<file path="src/sv/gnms_pkg.sv">
// Package for the gradient non-maximum suppression block.
// Holds field widths, storage geometry, queue sizing, register indexes and the
// shared transaction types. Depends on nothing.
`default_nettype none

package gnms_pkg;

    // Field widths.
    localparam int MAG_W  = 15;
    localparam int GRAD_W = 16;
    localparam int ROW_W  = 16;
    localparam int COL_W  = 12;
    localparam int CODE_W = 8;

    // Line storage geometry.
    localparam int MAX_COLS = 4096;
    localparam int LB_AW    = $clog2(MAX_COLS);
    localparam int ECOL_W   = LB_AW + 1;
    localparam int LB_W     = 2 * MAG_W;
    localparam int DL_DEPTH = MAX_COLS + 1;
    localparam int DL_AW    = $clog2(DL_DEPTH);
    localparam int DL_W     = 2 * GRAD_W;

    // Queue between the front and back parts.
    localparam int Q_DEPTH = 4;
    localparam int QAW     = $clog2(Q_DEPTH);
    localparam int QCW     = $clog2(Q_DEPTH + 1);
    localparam int QLW     = QCW + 1;

    // Decision arithmetic widths.
    localparam int DIFF_W = MAG_W + 1;
    localparam int NGX_W  = GRAD_W + 1;
    localparam int PROD_W = DIFF_W + NGX_W;
    localparam int NUM_W  = PROD_W + 1;

    // Configuration port.
    localparam int CFG_IDX_W = 1;
    localparam int CFG_W     = ROW_W;
    localparam logic [CFG_IDX_W-1:0] CFG_FRAME_ROWS = 1'b0;
    localparam logic [CFG_IDX_W-1:0] CFG_FRAME_COLS = 1'b1;
    localparam logic [ROW_W-1:0]     ROWS_RESET     = 16'd480;
    localparam logic [ECOL_W-1:0]    COLS_RESET     = 13'd640;

    // Result codes.
    localparam logic [CODE_W-1:0] EDGE_POSSIBLE = 8'd128;
    localparam logic [CODE_W-1:0] EDGE_NONE     = 8'd255;

    // One pixel ready for a decision: its 3x3 magnitudes and its gradients.
    typedef struct packed {
        logic [MAG_W-1:0]         nw;
        logic [MAG_W-1:0]         n;
        logic [MAG_W-1:0]         ne;
        logic [MAG_W-1:0]         w;
        logic [MAG_W-1:0]         m;
        logic [MAG_W-1:0]         e;
        logic [MAG_W-1:0]         sw;
        logic [MAG_W-1:0]         s;
        logic [MAG_W-1:0]         se;
        logic signed [GRAD_W-1:0] grad_x;
        logic signed [GRAD_W-1:0] grad_y;
        logic [ROW_W-1:0]         out_row;
        logic [COL_W-1:0]         out_col;
    } entry_t;

    typedef struct packed {
        logic   valid;
        entry_t data;
    } q_push_t;

    typedef struct packed {
        logic           not_empty;
        logic [QCW-1:0] level;
    } q_stat_t;

endpackage

`default_nettype wire

</file>
<file path="src/sv/gnms_queue.sv">
// Short queue between the front and back parts, in flip-flops.
// Uses gnms_pkg for the entry type and depth.
`default_nettype none

module gnms_queue (
    input  wire logic              clk,
    input  wire logic              rst_n,
    input  wire gnms_pkg::q_push_t push,
    input  wire logic              pop,
    output gnms_pkg::q_stat_t      stat,
    output gnms_pkg::entry_t       head
);
    import gnms_pkg::*;

    entry_t         mem_reg [Q_DEPTH];
    logic [QAW-1:0] wr_ptr_reg;
    logic [QAW-1:0] rd_ptr_reg;
    logic [QCW-1:0] count_reg;
    logic [QCW-1:0] count_next;

    assign head           = mem_reg[rd_ptr_reg];
    assign stat.not_empty = (count_reg != '0);
    assign stat.level     = count_reg;
    assign count_next     = count_reg + QCW'(push.valid) - QCW'(pop);

    // Pointers and fill level.
    always_ff @(posedge clk or negedge rst_n)
    begin
        if (!rst_n)
        begin
            wr_ptr_reg <= '0;
            rd_ptr_reg <= '0;
            count_reg  <= '0;
        end
        else
        begin
            if (push.valid)
            begin
                wr_ptr_reg <= wr_ptr_reg + QAW'(1);
            end
            if (pop)
            begin
                rd_ptr_reg <= rd_ptr_reg + QAW'(1);
            end
            count_reg <= count_next;
        end
    end

    // Entry storage.
    always_ff @(posedge clk)
    begin
        if (push.valid)
        begin
            mem_reg[wr_ptr_reg] <= push.data;
        end
    end

endmodule

`default_nettype wire

</file>
<file path="config.mk">
export PLATFORM = sky130hd
export DESIGN_NAME = gnms_queue
export DESIGN_NICKNAME = d
export VERILOG_FILES = /design/src/sv/gnms_pkg.sv /design/src/sv/gnms_queue.sv
export SDC_FILE = /design/constraint.sdc
export NUM_CORES = 1
export LEC_CHECK = 0
export BUFFER_PORTS_ARGS = -buffer_cell sky130_fd_sc_hd__clkbuf_2
export CORE_AREA = 2 2 325 360
export DETAILED_ROUTE_END_ITERATION = 8
export DIE_AREA = 0 0 327 362
export PLACE_DENSITY_LB_ADDON = 0.15
export REMOVE_ABC_BUFFERS = 1
export SLEW_MARGIN = 20
export SYNTH_ARGS = -nofsm -noshare
export SYNTH_HDL_FRONTEND = slang
export SYNTH_SLANG_ARGS = --single-unit
</file>
<file path="constraint.sdc">
create_clock -name clk -period 7.4 [get_ports clk]
set_input_delay 0.37 -clock clk [delete_from_list [all_inputs] [get_ports clk]]
set_output_delay 0.37 -clock clk [all_outputs]
set_load 0.01 [all_outputs]
</file>
== Word level (Yosys, flattened, before mapping) ==
Memories as Yosys holds them, arrays and structs flattened.
Cells that the tools add are included.
Storage, ports and cells
  bits in registers: 7
  RAM bits: 780
  bits of input ports: 199
  output and inout port bits: 199
  logic and storage cells: 11
  memories kept: 1
Cells by class
  $add $sub $neg: 4
  mux-type cells: 2
  reductions and logical operators: 1
Memory list
  mem_reg: depth 4, width 195, rd ports 1, clocked after Yosys merged registers in 0, write ports 1, line gnms_queue.sv:15  | entry_t mem_reg [Q_DEPTH];
Operator list (number)
  $add 2x1->2 const B: 2
  $add 3x1->3: 1
  $reduce_bool 3->1: 1
  $sub 3x1->3: 1
  $mux 1: 2

== Logic depth before layout (Yosys ltp) ==
  word-level depth: 2
  mapped depth: 6
  gate-level depth less buffers: 6

== Worst setup path before layout ==
No wires, ideal clock.
  path kind: reg-to-reg
  start: reg wr_ptr_reg[0]
  end: mem mem_reg[0][0] (netlist bit) (enable)
  setup time: 0.578 ns
  arrival time: 5.058 ns
  data required time: 6.822 ns
  slack: 1.764 ns
  stages on the path, launching flop included: 4
  path buffers: 0
  clock period less this slack: 5.636 ns
  cells stage by stage: dfrtp_1 -> inv_1 -> ha_1 -> and2_1
RTL lines
  start, declared: line gnms_queue.sv:16  | logic [QAW-1:0] wr_ptr_reg;
  start signal, assigned: line gnms_queue.sv:39  | wr_ptr_reg <= wr_ptr_reg + QAW'(1);
  end, declared: line gnms_queue.sv:15
No word-level cell before the write port.

==> reports/metrics.cfg <==
[drt]
wl_per_cell_um = 20.43
detail_route.first_pass.iterations = 7
vias = 13430
drc = 0
postRouteAntennaNets = 0
first_iter_violations = 617
drt_wl_total_um = 67590
vias_per_cell = 4.060

[power]
p_sw_mw = 4.244
vdd_drop_max_uv = 233.2
total_power_mw = 14.51
intPower_mw = 10.27
powerDensity_nw_per_um2 = 389.8
combPwrFrac_pct = 27.9
clockPowerShare_pct = 30.1
netSwitchingFraction_pct = 29.25
pwr-share-seq_pct = 41.9
leakagePower_nw = 12.62

[sta]
worst_slack_ns = 3.664
slew_viol_final = 0
grt_setup_unrepaired = false
max_slew_margin_pct = 31.34
clock.fmax_mhz = 267.7
tightest_slew_ns = 1.030
hold_viol_final = 0
whs_ns = 0.4536
finalSetupTns_ns = 0
finalCriticalPeriod_ns = 3.736
fin_crit_sh_pct = 50.49
fin_skew_ns = 0.01152
setup_violations = 0

[place]
place_area_sq_um = 32300
place.gp.congestion = 0.6624
pre_cts_slack_ns = 4.226
hpwlAfterDp_um = 39040
dp.cells = 2950
io_buffers = 397

[die]
dieHeight_um = 362
coreArea_sq_um = 114900
row_count = 131
die_area_sq_um = 118400
io_pins = 398
start_util_pct = 24.81
die_w_um = 327

[synth]
synth-simple-area-share_pct = 0.1361
synthAdderAreaFrac_pct = 0.3336
synth_cell_types = 15
synthesis.instances = 1052
syn_area_sq_um = 28510
synth-xor-area-share_pct = 0.1536
synth-compound-area-share_pct = 0.01756
synth.area.mux_share_pct = 15.41
yosysWarnings = 0
ys_ff_latch = 787
synth_seq_area_share_pct = 82.78
synth_area_per_cell_sq_um = 27.10
synth_top_family_by_area = multiplexers

[clock_tree]
clock_latency_ns = 0.66
cts_tree = yes
htree_levels = 3
path_clk_slew_ns = 0.06
cts_setup_buffers = 0
cts_root_buffer = clkbuf_16
clockBufferDepth = 3
cts_made_buffers = 89
cts.sinks = 787

[finish]
final_area_sq_um = 37220
final_common_cell = edfxtp_1
fin_util_pct = 32.40
largest_reg_flops = 780
fillers = 11037
mostFrequentLayoutCells = edfxtp_1 (780), clkbuf_2 (397), dlygate4sd3_1 (200)
nNetsFinal = 1918
finalNonFillerCells = 3308
drive_above_1_share_pct = 41.44
syn2layout_area_growth_pct = 30.57

[worst_setup_path]
crit_path_start_kind = flop
worstPathArrival_ns = 3.37
worstSetupEndpointType = output port
criticalPathCategory = reg2out
critical_path_required_ns = 7.03
critPathMaxFanout = 68

[outcome]
status = completed

[global_route]
antenna_found_initial = 7
grt_pass1_vias = 14818
track_usage_pct = 11.36
grt-ovfl-total = 0
grt_max_degree = 105
grt_pass1_wl_um = 97850

[job]
drv_cap = 0

[worst_hold_path]
hold_class = in2reg

power by group through the flow:
| stage | clock, mW | sequential [mW] | combinational (mW) |
|---|---|---|---|
| after CTS | 4.55 | 6.11 | 4.28 |
| final | 4.37 | 6.09 | 4.05 |
| after global routing | 4.71 | 6.17 | 4.42 |
| after detailed placement | 0 | 6.20 | 4.17 |
| after global placement | 0 | 6.16 | 4.17 |
| after floorplan | 0 | 6.58 | 2.51 |
worst paths after layout:
kind                                        endpoint  depth (start not counted)                       from  slack [ns]
min in group asynchronous  rd_ptr_reg[1]$_DFFE_PN0P_                          3                      rst_n        0.62
hold reg to reg            wr_ptr_reg[0]$_DFFE_PN0P_                          1  wr_ptr_reg[0]$_DFFE_PN0P_        0.54
setup / recovery                           head[168]                          4  rd_ptr_reg[0]$_DFFE_PN0P_        3.66
max in group asynchronous     count_reg[2]$_DFF_PN0_                          4                      rst_n        6.02
hold / removal              mem_reg[3][94]$_DFFE_PP_                          2                   push[94]        0.45
setup reg to reg           mem_reg[2][164]$_DFFE_PP_                          4  wr_ptr_reg[0]$_DFFE_PN0P_        4.73
worst max-delay path, cell delays in order, from the launching register on:
cell      delay [ns]
dfrtp_4         0.81
buf_12          0.42
buf_16          0.45
mux4_2          0.60
clkbuf_2        0.18
layout make-up:
class                           count  area [sq um]  area share (%)
Sequential cell                   787         23610           63.42
Multi-Input combinational cell    215          4584           12.32
Timing Repair Buffer              613          4179           11.23
Clock buffer                      107          2401           6.450
Tap cell                         1529          1913           5.139
Clock inverter                     48         510.5           1.371
Inverter                            6         22.52         0.06050
Antenna cell                        3         7.507         0.02017
synthesized netlist by cell type, drive strengths merged:
| library cell | count | area (sq um) |
|---|---|---|
| buf | 38 | 290.3 |
| edfxtp | 780 | 23420 |
| o21ai | 1 | 5.000 |
| xnor2 | 2 | 17.52 |
| inv | 6 | 22.52 |
| xor2 | 3 | 26.28 |
| ha | 6 | 75.07 |
| and2 | 4 | 25.02 |
| clkbuf | 6 | 22.52 |
| nand2 | 2 | 7.510 |
| or3 | 1 | 6.260 |
| fa | 1 | 20.02 |
| dfrtp | 7 | 175.2 |
| mux4 | 195 | 4392 |
routing by layer:
layer	up-vias	routed length, um	global-route usage (%)
met5	-	41	0
met2	337	35450	19.81
met1	7078	26190	12.91
li1	5910	-	-
met3	99	4185	3.517
met4	6	1720	4.560
what timing repair did:
| item | CTS | global route |
|---|---|---|
| gates resized for setup | 0 | 0 |
| hold endpoints to repair | 790 | 0 |
| hold buffers | 200 | 0 |
kinds of logic (layout without fill, tap and decap cells):
logic type | after synthesis | after routing
adders and majority gates | 7 | 7
and+or+nand+nor | 7 | 7
DFF | 787 | 787
other | 0 | 3
muxes | 195 | 195
AOI/OAI and AO/OA | 1 | 1
buffers and inverters | 50 | 774
xor gates and xnor gates | 5 | 5
No activity file was read; power rests on OpenSTA's default activity.
