File: src/sv/gnms_pkg.sv
// Package for the gradient non-maximum suppression block.
// Holds field widths, storage geometry, queue sizing, register indexes and the
// shared transaction types. Depends on nothing.
`default_nettype none

package gnms_pkg;

    // Field widths.
    localparam int MAG_W  = 15;
    localparam int GRAD_W = 16;
    localparam int ROW_W  = 16;
    localparam int COL_W  = 12;
    localparam int CODE_W = 8;

    // Line storage geometry.
    localparam int MAX_COLS = 4096;
    localparam int LB_AW    = $clog2(MAX_COLS);
    localparam int ECOL_W   = LB_AW + 1;
    localparam int LB_W     = 2 * MAG_W;
    localparam int DL_DEPTH = MAX_COLS + 1;
    localparam int DL_AW    = $clog2(DL_DEPTH);
    localparam int DL_W     = 2 * GRAD_W;

    // Queue between the front and back parts.
    localparam int Q_DEPTH = 4;
    localparam int QAW     = $clog2(Q_DEPTH);
    localparam int QCW     = $clog2(Q_DEPTH + 1);
    localparam int QLW     = QCW + 1;

    // Decision arithmetic widths.
    localparam int DIFF_W = MAG_W + 1;
    localparam int NGX_W  = GRAD_W + 1;
    localparam int PROD_W = DIFF_W + NGX_W;
    localparam int NUM_W  = PROD_W + 1;

    // Configuration port.
    localparam int CFG_IDX_W = 1;
    localparam int CFG_W     = ROW_W;
    localparam logic [CFG_IDX_W-1:0] CFG_FRAME_ROWS = 1'b0;
    localparam logic [CFG_IDX_W-1:0] CFG_FRAME_COLS = 1'b1;
    localparam logic [ROW_W-1:0]     ROWS_RESET     = 16'd480;
    localparam logic [ECOL_W-1:0]    COLS_RESET     = 13'd640;

    // Result codes.
    localparam logic [CODE_W-1:0] EDGE_POSSIBLE = 8'd128;
    localparam logic [CODE_W-1:0] EDGE_NONE     = 8'd255;

    // One pixel ready for a decision: its 3x3 magnitudes and its gradients.
    typedef struct packed {
        logic [MAG_W-1:0]         nw;
        logic [MAG_W-1:0]         n;
        logic [MAG_W-1:0]         ne;
        logic [MAG_W-1:0]         w;
        logic [MAG_W-1:0]         m;
        logic [MAG_W-1:0]         e;
        logic [MAG_W-1:0]         sw;
        logic [MAG_W-1:0]         s;
        logic [MAG_W-1:0]         se;
        logic signed [GRAD_W-1:0] grad_x;
        logic signed [GRAD_W-1:0] grad_y;
        logic [ROW_W-1:0]         out_row;
        logic [COL_W-1:0]         out_col;
    } entry_t;

    typedef struct packed {
        logic   valid;
        entry_t data;
    } q_push_t;

    typedef struct packed {
        logic           not_empty;
        logic [QCW-1:0] level;
    } q_stat_t;

endpackage

`default_nettype wire

File: src/sv/gnms_ifs.sv
// Stream interfaces for the pixel input and the decision output.
// Each carries valid, ready and the payload; widths come from gnms_pkg.
`default_nettype none


interface gnms_res_if;
    import gnms_pkg::*;

    logic              valid;
    logic              ready;
    logic [ROW_W-1:0]  out_row;
    logic [COL_W-1:0]  out_col;
    logic [CODE_W-1:0] edge_code;

    modport source (output valid, out_row, out_col, edge_code, input ready);
    modport sink   (input valid, out_row, out_col, edge_code, output ready);
endinterface

`default_nettype wire

File: src/sv/gnms_back.sv
// Back part: picks the octant of each queued pixel, forms the two exact
// interpolation numerators and registers the edge decision for output.
// Uses gnms_pkg and gnms_res_if.
`default_nettype none

module gnms_back (
    input  wire logic              clk,
    input  wire logic              rst_n,
    input  wire gnms_pkg::q_stat_t q_stat,
    input  wire gnms_pkg::entry_t  head,
    output logic                   pop,
    gnms_res_if.source             res
);
    import gnms_pkg::*;

    logic                     adv;

    // Octant selection on the queue head.
    logic signed [GRAD_W-1:0] gx;
    logic signed [GRAD_W-1:0] gy;
    logic signed [NGX_W-1:0]  gsum;
    logic signed [DIFF_W-1:0] a1, b1, a2, b2;

    // Stage one: coefficients.
    logic                     s1_valid_reg;
    logic                     s1_zero_reg;
    logic signed [DIFF_W-1:0] s1_a1_reg, s1_b1_reg, s1_a2_reg, s1_b2_reg;
    logic signed [NGX_W-1:0]  s1_ngx_reg;
    logic signed [GRAD_W-1:0] s1_gy_reg;
    logic [ROW_W-1:0]         s1_row_reg;
    logic [COL_W-1:0]         s1_col_reg;

    // Stage two: products.
    logic                     s2_valid_reg;
    logic                     s2_zero_reg;
    logic signed [PROD_W-1:0] s2_pa1_reg, s2_pb1_reg, s2_pa2_reg, s2_pb2_reg;
    logic [ROW_W-1:0]         s2_row_reg;
    logic [COL_W-1:0]         s2_col_reg;

    // Sums and decision.
    logic signed [NUM_W-1:0]  num1;
    logic signed [NUM_W-1:0]  num2;
    logic [CODE_W-1:0]        code;

    // Output register.
    logic                     out_valid_reg;
    logic [ROW_W-1:0]         out_row_reg;
    logic [COL_W-1:0]         out_col_reg;
    logic [CODE_W-1:0]        out_code_reg;

    function automatic logic signed [DIFF_W-1:0] mdiff(
        input logic [MAG_W-1:0] x,
        input logic [MAG_W-1:0] y
    );
        return signed'({1'b0, x}) - signed'({1'b0, y});
    endfunction

    // The whole pipeline moves when the output register is free or taken.
    assign adv = !out_valid_reg || res.ready;
    assign pop = adv && q_stat.not_empty;

    assign gx   = head.grad_x;
    assign gy   = head.grad_y;
    assign gsum = NGX_W'(gx) + NGX_W'(gy);

    // Interpolation coefficients for the eight gradient octants.
    always_comb
    begin
        if (!gx[GRAD_W-1])
        begin
            if (!gy[GRAD_W-1])
            begin
                if (gx >= gy)
                begin
                    a1 = mdiff(head.m, head.w);  b1 = mdiff(head.nw, head.w);
                    a2 = mdiff(head.m, head.e);  b2 = mdiff(head.se, head.e);
                end
                else
                begin
                    a1 = mdiff(head.n, head.nw); b1 = mdiff(head.n, head.m);
                    a2 = mdiff(head.s, head.se); b2 = mdiff(head.s, head.m);
                end
            end
            else
            begin
                if (!gsum[NGX_W-1])
                begin
                    a1 = mdiff(head.m, head.w);  b1 = mdiff(head.w, head.sw);
                    a2 = mdiff(head.m, head.e);  b2 = mdiff(head.e, head.ne);
                end
                else
                begin
                    a1 = mdiff(head.s, head.sw); b1 = mdiff(head.m, head.s);
                    a2 = mdiff(head.n, head.ne); b2 = mdiff(head.m, head.n);
                end
            end
        end
        else
        begin
            if (!gy[GRAD_W-1])
            begin
                if (gsum <= NGX_W'(0))
                begin
                    a1 = mdiff(head.e, head.m);  b1 = mdiff(head.ne, head.e);
                    a2 = mdiff(head.w, head.m);  b2 = mdiff(head.sw, head.w);
                end
                else
                begin
                    a1 = mdiff(head.ne, head.n); b1 = mdiff(head.n, head.m);
                    a2 = mdiff(head.sw, head.s); b2 = mdiff(head.s, head.m);
                end
            end
            else
            begin
                if (gy > gx)
                begin
                    a1 = mdiff(head.e, head.m);  b1 = mdiff(head.e, head.se);
                    a2 = mdiff(head.w, head.m);  b2 = mdiff(head.w, head.nw);
                end
                else
                begin
                    a1 = mdiff(head.se, head.s); b1 = mdiff(head.m, head.s);
                    a2 = mdiff(head.nw, head.n); b2 = mdiff(head.m, head.n);
                end
            end
        end
    end

    // A first sum above zero, a second sum of zero or above, or a zero centre magnitude means no edge.
    always_comb
    begin
        num1 = NUM_W'(s2_pa1_reg) + NUM_W'(s2_pb1_reg);
        num2 = NUM_W'(s2_pa2_reg) + NUM_W'(s2_pb2_reg);
        if (s2_zero_reg || (num1 > NUM_W'(0)) || !num2[NUM_W-1])
        begin
            code = EDGE_NONE;
        end
        else
        begin
            code = EDGE_POSSIBLE;
        end
    end

    assign res.valid     = out_valid_reg;
    assign res.out_row   = out_row_reg;
    assign res.out_col   = out_col_reg;
    assign res.edge_code = out_code_reg;

    // Valid bits of the pipeline.
    always_ff @(posedge clk or negedge rst_n)
    begin
        if (!rst_n)
        begin
            s1_valid_reg  <= 1'b0;
            s2_valid_reg  <= 1'b0;
            out_valid_reg <= 1'b0;
        end
        else if (adv)
        begin
            s1_valid_reg  <= q_stat.not_empty;
            s2_valid_reg  <= s1_valid_reg;
            out_valid_reg <= s2_valid_reg;
        end
    end

    // Pipeline payload.
    always_ff @(posedge clk)
    begin
        if (adv)
        begin
            s1_zero_reg  <= (head.m == '0);
            s1_a1_reg    <= a1;
            s1_b1_reg    <= b1;
            s1_a2_reg    <= a2;
            s1_b2_reg    <= b2;
            s1_ngx_reg   <= -NGX_W'(gx);
            s1_gy_reg    <= gy;
            s1_row_reg   <= head.out_row;
            s1_col_reg   <= head.out_col;

            s2_zero_reg  <= s1_zero_reg;
            s2_pa1_reg   <= PROD_W'(s1_a1_reg) * PROD_W'(s1_ngx_reg);
            s2_pb1_reg   <= PROD_W'(s1_b1_reg) * PROD_W'(s1_gy_reg);
            s2_pa2_reg   <= PROD_W'(s1_a2_reg) * PROD_W'(s1_ngx_reg);
            s2_pb2_reg   <= PROD_W'(s1_b2_reg) * PROD_W'(s1_gy_reg);
            s2_row_reg   <= s1_row_reg;
            s2_col_reg   <= s1_col_reg;

            out_row_reg  <= s2_row_reg;
            out_col_reg  <= s2_col_reg;
            out_code_reg <= code;
        end
    end

endmodule

`default_nettype wire

File: src/flat_wrapper.sv
// flat-port wrapper written by rule: the top's interface ports become plain ports
module gnms_back_flat import gnms_pkg::*;
  (clk, rst_n, q_stat, head, pop, res_valid, res_out_row, res_out_col, res_edge_code, res_ready);
  gnms_res_if res_i ();
  input  wire logic clk;
  input  wire logic rst_n;
  input  wire gnms_pkg::q_stat_t q_stat;
  input  wire gnms_pkg::entry_t head;
  output logic pop;
  output wire logic [$bits(res_i.valid)-1:0] res_valid;
  output wire logic [$bits(res_i.out_row)-1:0] res_out_row;
  output wire logic [$bits(res_i.out_col)-1:0] res_out_col;
  output wire logic [$bits(res_i.edge_code)-1:0] res_edge_code;
  input wire logic [$bits(res_i.ready)-1:0] res_ready;
  assign res_valid = res_i.valid;
  assign res_out_row = res_i.out_row;
  assign res_out_col = res_i.out_col;
  assign res_edge_code = res_i.edge_code;
  assign res_i.ready = res_ready;
  gnms_back u_core (.clk(clk), .rst_n(rst_n), .q_stat(q_stat), .head(head), .pop(pop), .res(res_i));
endmodule
File: config.mk
export PLATFORM = sky130hd
export DESIGN_NAME = gnms_back_flat
export DESIGN_NICKNAME = d
export VERILOG_FILES = /design/src/sv/gnms_pkg.sv /design/src/sv/gnms_ifs.sv /design/src/sv/gnms_back.sv /design/src/flat_wrapper.sv
export SDC_FILE = /design/constraint.sdc
export NUM_CORES = 2
export LEC_CHECK = 0
export BUFFER_PORTS_ARGS = -buffer_cell sky130_fd_sc_hd__buf_2
export CAP_MARGIN = 40
export CORE_ASPECT_RATIO = 1.25
export CORE_UTILIZATION = 55
export DETAILED_ROUTE_END_ITERATION = 7
export PLACE_DENSITY = 0.72
export SYNTH_ARGS = -nofsm -noshare
export SYNTH_HDL_FRONTEND = slang
export SYNTH_SLANG_ARGS = --single-unit
File: constraint.sdc
create_clock -name clk -period 12.7 [get_ports clk]
set_input_delay 1.905 -clock clk [delete_from_list [all_inputs] [get_ports clk]]
set_output_delay 1.905 -clock clk [all_outputs]
set_load 0.005 [all_outputs]
Yosys cells after proc, flatten, opt, wreduce, memory -nomap -nowiden --
Cells that the tools add are included.
Word-level totals: register bits after elaboration 324, bits of input ports 202, output and inout bits 38, word-level logic and storage cells 94
Operators by class: add/subtract/negate cells 28, multiply operators 4, order comparisons 4, mux-type cells 29, reductions and logical operators 7
Operators with widths (count):
- 16-bit 2-to-1 mux | 28
- 15-bit by 15-bit subtractor with 16-bit output | 24
- 33-bit by 32-bit adder with 34-bit output | 2
- 16-bit by 17-bit multiplier with 33-bit output | 2
- 16-bit by 16-bit multiplier with 32-bit output | 2
- 34-bit by 1-bit > comparator with 1-bit output (second input constant) | 1
- 16-bit by 16-bit adder with 17-bit output | 1
- 17-bit by 1-bit <= comparator with 1-bit output (second input constant) | 1
- 16-bit negation with 17-bit output | 1
- 16-bit >= comparator | 1
- 16-bit > comparator | 1
- 15-bit zero test | 1
- 7-bit 2-to-1 mux | 1
- 1-bit logical OR | 3
- 1-bit zero test | 2
- 1-bit logical AND | 1

Longest topological paths before layout --
word-level depth 5, gate-level depth with buffers 26, depth with buffers taken out 25

Worst setup path before layout --
OpenSTA, ideal clock, no wires.
kind input to output, from input port res_ready, to output port pop, arrival time 10.174 ns, data required time 10.795 ns, setup slack 0.621 ns, cell stages on the path 2, buffers on the path 0, cells stage by stage nand2b_1 and2_1
Between the ends: cells in the longest elaborated chain, start to end 2
RTL lines:
- from (decl) | RTL line flat_wrapper.sv:14 | input wire logic [$bits(res_i.ready)-1:0] res_ready;
- 1-bit logical OR | RTL line gnms_back.sv:59 | assign adv = !out_valid_reg || res.ready;
- 1-bit logical AND | RTL line gnms_back.sv:60 | assign pop = adv && q_stat.not_empty;
- to (decl) | RTL line flat_wrapper.sv:9 | output logic pop;
Every way passes these cells.

Worst setup path after layout --
from register u_core.s1_gy_reg[15], to register u_core.s2_pb2_reg[27], data pin
Between the ends: cells in the longest elaborated chain, start to end 1
RTL lines:
- from (decl) | RTL line gnms_back.sv:29 | logic signed [GRAD_W-1:0] s1_gy_reg;
- from (signal assigned) | RTL line gnms_back.sv:177 | s1_gy_reg <= gy;
- 16-bit by 16-bit multiplier with 32-bit output | RTL line gnms_back.sv:185 | s2_pb2_reg <= PROD_W'(s1_b2_reg) * PROD_W'(s1_gy_reg);
- to (signal assigned) | RTL line gnms_back.sv:185
- to (decl) | RTL line gnms_back.sv:36 | logic signed [PROD_W-1:0] s2_pa1_reg, s2_pb1_reg, s2_pa2_reg, s2_pb2_reg;
Every way passes these cells. A chain may end at the register's enable or synchronous reset.

==> reports/results.txt <==
Yosys synthesis warning count: 0
Area growth from synthesis to layout: 5.72%
First-pass GRT wire length: 367000 um
CTS tree: done
Dpl ws: 5.18 ns
Max Cap Viol: 0
Achievable Freq: 130 MHz
Post-synth ARST share: 0.946%
Die H: 408 um
Synth Area in Simple Gates: 14.7%
Worst Clk Skew: 0.0259 ns
Run status: finished, final reports clean
CTS clock-pin slew for the worst setup and hold paths: 0.06 ns
Layout Nets: 10100
Syn_area_per_cell: 9.06 um2
CTS Root Cell: clkbuf_16
Main combinational cell family by area after synthesis: adder cells
Most common cell in the netlist: inv_1
Multi-input gate area: 0.0566 mm2
Synth top area share: 30.4%
RSZ-0062 raised after global routing: false
DPL Wire Length: 204000 um
Syn_nets: 10100
Num ports: 240
Largest net degree at the start of global routing: 78
Dpl cell area: 0.0754 mm2
Final Hold Fails: 0
# rows: 148
FF+latch area: 0.00950 mm2
Post-synthesis cell type count: 95
Worst slew margin: 30.6%
Post-synth EDFFs: 314
Initial antenna violation count: 47
Multiplexer share of the synthesized area: 1.81%
CP max FO: 13
Sequential share of the synthesized area: 13.1%
Drt first pass iters: 5
Post-Synth XOR/XNOR Area: 5.07%
Total gr overflow: 0
Area leader, netlist: fa_1
DR WL/cell: 25.0 um
Die W: 327 um
Hold_ws: 0.415 ns
Hold crit path type: register to register
Top post-synthesis cells by area: fa_1 30%, ha_1 14%, edfxtp_1 13%
Clock tree buffer depth: 3
Synth Area in Compound Gates: 12.3%
CP endpoint kind: register
Crit share post-route: 60.6%
Routed Wire Length: 244000 um
Predominant post-synthesis flop cell: edfxtp_1
# resized after CTS: 0
WP data arrival: 7.98 ns
DRC Markers: 0
Post-route setup slack: 5.01 ns
Worst endpoint required time: 12.99 ns
Final Cell Area: 0.0767 mm2
Routability cong.: 1.03
CTS Hold Bufs: 0
Core Box Area: 0.131 mm2
Setup TNS: 0 ns
DIE AREA: 0.133 mm2
# H-tree levels: 2
TritonCTS Buffers: 37
Fill count: 11600
Number of global-route vias before repair: 61600
Detail Route Antenna Nets: 0
Setup Fix Bufs, Post-CTS: 0
Total track usage: 36.9%
Flops & latches, synth: 317
Post-Synthesis Cell Area: 0.0725 mm2
Clock sink count: 317
Final-report setup violation count: 0
Port bufs: 235
DRT iter0 DRCs: 4178
Skew-Pair Late Insertion Delay: 0.58 ns
Number of cells produced by synthesis: 8007
Synth Area in Adders: 44.0%
Via count: 57700
Final min period: 7.69 ns
Measured slew at the worst slew-check pin: 1.04 ns
DR vias/cell: 5.89
Fin. max-slew vios: 0
Critical setup path kind: register to register
CP startpoint kind: register
Synth cell count leaders: 1359 x inv_1, 1102 x fa_1, 801 x nand2_1
Initial core utilization: 55.6%
Share of post-route cells with drive strength above 1: 6.08%
## cells in the final DEF, fill, tap and decap left out, types with 17 or more instances in the layout
| cell type | synthesis | final |
|---|---|---|
| a211oi_1 | 65 | 65 |
| a21boi_0 | 39 | 39 |
| a21o_1 | 196 | 196 |
| a21oi_1 | 369 | 369 |
| a221oi_1 | 22 | 22 |
| a31oi_1 | 31 | 31 |
| and2_1 | 486 | 486 |
| and3_1 | 32 | 32 |
| buf_2 | 13 | 237 |
| buf_4 | 12 | 77 |
| clkbuf_16 | 0 | 37 |
| diode_2 | 0 | 25 |
| edfxtp_1 | 314 | 314 |
| fa_1 | 1102 | 1102 |
| ha_1 | 790 | 790 |
| inv_1 | 1359 | 1358 |
| mux2_2 | 24 | 24 |
| mux2i_1 | 28 | 28 |
| mux4_2 | 32 | 32 |
| nand2_1 | 801 | 801 |
| nand2b_1 | 106 | 104 |
| nand3_1 | 70 | 70 |
| nand4_1 | 32 | 32 |
| nor2_1 | 380 | 380 |
| nor2b_1 | 92 | 91 |
| nor3_1 | 83 | 83 |
| nor4_1 | 21 | 19 |
| o211ai_1 | 32 | 32 |
| o21a_1 | 59 | 59 |
| o21ai_0 | 308 | 307 |
| o21bai_1 | 46 | 46 |
| o22ai_1 | 17 | 17 |
| o31ai_1 | 41 | 41 |
| or3_1 | 31 | 31 |
| xnor2_1 | 301 | 301 |
| xor2_1 | 119 | 119 |
## per-stage QoR
stage,utilization [%],cells
after floorplan,-,8007
after global placement,57.5,9682
after detailed placement,57.7,9703
after CTS,58.7,9770
after global routing,58.7,9784
final,58.7,9795
## per-layer routing
| metal | part of all wire [%] | up-vias | wire length, um | global-route usage (%) |
|---|---|---|---|---|
| met1 | 36 | 28900 | 87100 | 41.2 |
| met5 | 0.058 | - | 141 | 0 |
| met4 | 8.6 | 22 | 21000 | 26.2 |
| met2 | 50 | 2246 | 121000 | 64.5 |
| met3 | 6.2 | 668 | 15200 | 4.93 |
| li1 | - | 25900 | - | - |
## final cells by class
class,instances,share of cell area (%)
Inverter,1361,6.66
Antenna cell,25,0.0816
Clock buffer,41,1.23
Tap cell,1725,2.81
Clock inverter,26,0.372
Multi-Input combinational cell,5972,73.8
Timing Repair Buffer,328,2.69
Sequential cell,317,12.4
## worst paths after layout
check | slack (ns) | to | cells past startpoint | start
worst max-delay path | 5.01 | u_core.s2_pb2_reg[27] | 21 | u_core.s1_gy_reg[15]
worst min-delay path | 0.42 | u_core.s2_row_reg[11] | 0 | u_core.s1_row_reg[11]
worst max register to register | 5.01 | u_core.s2_pb2_reg[27] | 21 | u_core.s1_gy_reg[15]
worst min register to register | 0.42 | u_core.s2_row_reg[11] | 0 | u_core.s1_row_reg[11]
max in group asynchronous | 11.45 | u_core.s2_valid_reg | 1 | rst_n
min in group asynchronous | 1.13 | u_core.s1_valid_reg | 1 | rst_n
## worst max-delay path, cell delays in order, from the launching register on
cell and delay [ns]:
edfxtp_1 0.86, inv_1 0.55, buf_16 0.31, nor2_1 0.15
fa_1 0.47, fa_1 0.46, fa_1 0.55, fa_1 0.47
fa_1 0.51, inv_1 0.05, fa_1 0.49, inv_1 0.05
ha_1 0.34, o21a_1 0.13, o21ai_0 0.30, a2111oi_0 0.11
buf_4 0.19, o31ai_1 0.42, a31oi_1 0.25, nand4_1 0.18
nand2_1 0.08, nor2_1 0.48
## kinds of logic after synthesis
| logic type | count (synthesis) |
|---|---|
| buffers and inverters | 1718 |
| xor gates and xnor gates | 420 |
| other | 1 |
| adders and majority gates | 1892 |
| AOI/OAI and AO/OA | 1384 |
| and+or+nand+nor | 2187 |
| muxes | 88 |
| DFF | 317 |
Power is not shown: default switching activity piles up to over one toggle a cycle in this logic, so the estimate is an artifact.
